[src/design/fixed_capacity_key_value_table_unit_defines.svh]
// Assertion macros for the fixed-capacity key/value table unit.
// Included by the top level only; depends on nothing else.
`ifndef FIXED_CAPACITY_KEY_VALUE_TABLE_UNIT_DEFINES_SVH
`define FIXED_CAPACITY_KEY_VALUE_TABLE_UNIT_DEFINES_SVH

// Same-cycle implication, disabled while reset is asserted.
`define FCKVT_ASSERT_IMPL(label, clk_sig, rst_n_sig, ante, cons, msg) \
	label: assert property (@(posedge clk_sig) disable iff (!rst_n_sig) (ante) |-> (cons)) \
		else $error(msg);

// Next-cycle implication, disabled while reset is asserted.
`define FCKVT_ASSERT_NEXT(label, clk_sig, rst_n_sig, ante, cons, msg) \
	label: assert property (@(posedge clk_sig) disable iff (!rst_n_sig) (ante) |=> (cons)) \
		else $error(msg);

`endif

[src/design/fckvt_ram.sv]
// Generic single-clock RAM: one write port, one read port, registered read.
// No dependencies.
`timescale 1ns / 1ps
`default_nettype none

module fckvt_ram #(
	parameter int WIDTH = 32,
	parameter int DEPTH = 64,
	localparam int AW = (DEPTH > 1) ? $clog2(DEPTH) : 1
) (
	input  wire logic                   clk,
	input  wire logic                   we,
	input  wire logic [AW-1:0]          waddr,
	input  wire logic [WIDTH-1:0]       wdata,
	input  wire logic                   re,
	input  wire logic [AW-1:0]          raddr,
	output      logic [WIDTH-1:0]       rdata
);

	logic [WIDTH-1:0] mem [DEPTH];

	always_ff @(posedge clk) begin
		if (we) begin
			mem[waddr] <= wdata;
		end
		if (re) begin
			rdata <= mem[raddr];
		end
	end

endmodule

`default_nettype wire
[config.mk]
export PLATFORM = sky130hd
export DESIGN_NAME = fckvt_ram
export DESIGN_NICKNAME = d
export VERILOG_FILES = /design/src/design/fixed_capacity_key_value_table_unit_defines.svh /design/src/design/fckvt_ram.sv
export SDC_FILE = /design/constraint.sdc
export NUM_CORES = 2
export LEC_CHECK = 0
export BUFFER_PORTS_ARGS = -buffer_cell sky130_fd_sc_hd__buf_2
export CAP_MARGIN = 20
export CORE_ASPECT_RATIO = 1.1
export CORE_MARGIN = 2
export CORE_UTILIZATION = 35
export DETAILED_ROUTE_END_ITERATION = 6
export SETUP_SLACK_MARGIN = 0.3
export SKIP_LAST_GASP = 1
export SYNTH_ARGS = -nofsm -noshare
export SYNTH_HDL_FRONTEND = slang
export SYNTH_SLANG_ARGS = --single-unit
[constraint.sdc]
create_clock -name clk -period 8.9 [get_ports clk]
set_input_delay 0.445 -clock clk [delete_from_list [all_inputs] [get_ports clk]]
set_output_delay 0.445 -clock clk [all_outputs]
set_load 0.03 [all_outputs]
==> metrics.md <==
| Metric | Value |
|---|---|
| Slowest stage cell, crit path | `buf_4` |
| Synth Net Count | `3,371` |
| Reg-to-reg critical path endpoint | `rdata[31]$_DFFE_PP_` |
| Antenna violations before repair | `19` |
| Hold Path Origin | `wdata[27]` |
| Leakage | `0.02752 uW` |
| Hold Path End | `mem[14][27]$_DFFE_PP_` |
| Wire per inst | `30.62 um` |
| Comb pwr share | `0.051` |
| DIE AREA | `229,100 um2` |
| Final Cycle Share | `0.4133` |
| Cell taking the most area after synthesis | `edfxtp_1` |
| Max Clk Rate | `271.9 MHz` |
| Worst setup SP type | `input pin` |
| Num ports | `79` |
| Critical Setup Path Class | `in -> reg` |
| Sw Ratio | `0.2135` |
| CTS sink count | `2,080` |
| Worst vdd ir | `171.8 uV` |
| Initial Util | `0.3522` |
| Die Wd | `456.5 um` |
| Max FO, Critical Path | `51` |
| Total negative setup slack | `0 ns` |
| Mapped Area | `78,840 um2` |
| Hold Violations, Final | `0` |
| Post-layout nets | `3,607` |
| Hold path cells | `1` |
| Reg2reg start | `mem[44][31]$_DFFE_PP_` |
| Int Power | `15,680 uW` |
| Number of CTS-inserted buffers | `196` |
| Vias in the first global route | `37,720` |
| Post-DP HPWL | `112,000 um` |
| Worst-path clk slew | `0.06 ns` |
| Crit path cell chain | `buf_8 > buf_4 > buf_4 > nand3b_1 > o221ai_1 > a21oi_1 > a21oi_1 > nor2_1` |
| Final setup fails | `0` |
| WL final | `204,300 um` |
| Min Tclk post-route | `3.678 ns` |
| Crit path max-delay family | `buffers and inverters` |
| Hold Path Class | `in -> reg` |
| Synth Area per Inst | `23.72 um2` |
| Clock Path Buffers | `3` |
| Largest net degree at the start of global routing | `122` |
| Synth top area cells | `edfxtp_1 (79%), mux4_2 (16%), mux2i_1 (1.2%)` |
| Most frequent cells after synthesis | `edfxtp_1 (2,080), mux4_2 (544), nor2_1 (137)` |
| Clk_skew | `0.02652 ns` |
| Grt ovf | `0` |
| CTS tree | `done` |
| Worst Setup End Kind | `flop` |
| Synth warn | `0` |
| CORE AREA | `223,800 um2` |
| Gate Count Post-Synth | `3,324` |
| Layout cells sized above 1 | `0.2929` |
| Power density over the cells | `221.6 nW/um2` |
| H-Tree Depth | `4` |
| R2R depth | `4` |
| Final Max Tran Viols | `0` |
| DRC violations left | `0` |
| Post-cts resize count | `0` |
| CP Data Required Time | `9.44 ns` |
| Die height | `501.8 um` |
| R2R Setup Slk | `6.21 ns` |
| Sequential area share after synthesis | `0.7923` |
| Slowest cell delay on critical path | `0.69 ns` |
| GRT Overall Usage | `0.1771` |
| Post-synth EDFFs | `2,080` |
| Port Buf Inserts | `78` |
| Core Util, Final | `0.4019` |
| Status | `finished, final reports clean` |
| RSZ-0062 raised after global routing | `false` |
| Slew margin rel. | `0.3180` |
| Worst-Margin Slew | `1.023 ns` |
| Detailed-route via count | `36,620` |
| Switch Pwr | `4256 uW` |
| Synth unique cells | `33` |
| Placer Congestion | `0.7497` |
| Worst-skew pair later-pin latency | `0.83 ns` |
| Clock Tree Root | `clkbuf_16` |
| Cell Rows | `182` |
| Synthesized flop and latch total | `2,080` |
| # Max-Cap Violations | `0` |
| Post-synth ARST share | `0` |
| Data arrival time of the worst path | `4.22 ns` |
| Area delta synth->final | `14.11%` |
| Yosys top cell area share | `0.7923` |
| Top_reg_cell synth | `edfxtp_1` |
| Initial DRC Count | `3,897` |
| Pre-Repair DR Iteration Count | `6` |
| Share of power burned in registers | `0.547` |
| DR vias/cell | `5.488` |
| Clock power share | `0.403` |
| Worst Path Buf+Inv | `3` |
| First-pass GRT wire length | `288,900 um` |
| Post-DRT Antenna Nets | `0` |
| Most numerous cell in the Yosys netlist | `edfxtp_1` |
-- metrics by stage --
stage	total power, uW	cells	setup WS [ns]	instance area (um2)	hold WS, ns
6_report	19930	6672	5.222	89960	0.03862
3_5_place_dp	12120	6283	4.192	83510	0.8383
2_1_floorplan	11650	3324	5.295	78840	0.5439
5_1_grt	20460	6667	4.966	89950	0.003122
3_3_place_gp	12110	6283	4.159	83510	0.8135
4_1_cts	20060	6643	5.090	89570	0.2271
-- worst max path at each step --
| stage | startpoint | endpoint | slack [ns] | cells past startpoint |
|---|---|---|---|---|
| 4_1_cts | raddr[0] | rdata[10]$_DFFE_PP_ | 5.09 | 8 |
| 3_5_place_dp | raddr[0] | rdata[10]$_DFFE_PP_ | 4.19 | 8 |
| 2_1_floorplan | waddr[3] | mem[48][0]$_DFFE_PP_ | 5.30 | 4 |
| 5_1_grt | raddr[0] | rdata[10]$_DFFE_PP_ | 4.97 | 8 |
| 3_3_place_gp | raddr[0] | rdata[21]$_DFFE_PP_ | 4.16 | 8 |
| 6_report | raddr[0] | rdata[1]$_DFFE_PP_ | 5.22 | 8 |
-- registers in the layout, indices dropped and copies added, names as in the netlist --
| name | cells |
|---|---|
| mem | 2048 |
| rdata | 32 |
-- layout make-up --
type,count,area (um2)
antenna,6,15.01
clock buffer,247,5202
clock inverter,113,858.3
fill,19380,133900
multi-input combinational,1062,15970
sequential,2080,62460
tap,2944,3684
timing repair buffer,220,1775
-- cell usage in the layout, fill, tap and decap left out, types with 62 or more instances in the layout --
cell type | Yosys | routed
o22ai_1 | 84 | 84
nor2_4 | 0 | 62
nor2_1 | 137 | 75
mux4_2 | 544 | 544
clkbuf_16 | 0 | 201
a21oi_1 | 62 | 62
buf_4 | 25 | 113
mux2i_1 | 93 | 93
edfxtp_1 | 2080 | 2080
buf_2 | 57 | 74
-- metal layers --
metal,global-route usage,up-vias,part of all wire
met4,0.05367,18,0.030
met3,0.02474,296,0.060
met2,0.3102,1315,0.52
met5,0,-,0.00057
li1,-,14780,-
met1,0.2288,20210,0.39
-- power by group through the flow --
stage                     Combinational [uW]  Sequential (uW)  Clock, uW
after global routing                    1070            10900       8500
after global placement                   995            11100          0
after detailed placement                1010            11100          0
final                                   1010            10900       8020
after CTS                               1010            10900       8140
after floorplan                          528            11100          0
-- cell families after synthesis --
kind of cell	synth area share
flops	0.7923
mux	0.1672
simple gates	0.01260
compound gates	0.01666
buf+inv	0.01124
-- what timing repair did --
action / 4_1_cts / 5_1_grt
hold endpoints to repair: 0 / 69
hold buffers: 0 / 8
setup buffers: 0 / 0
Note: power is estimated with default switching activity, not from simulation.
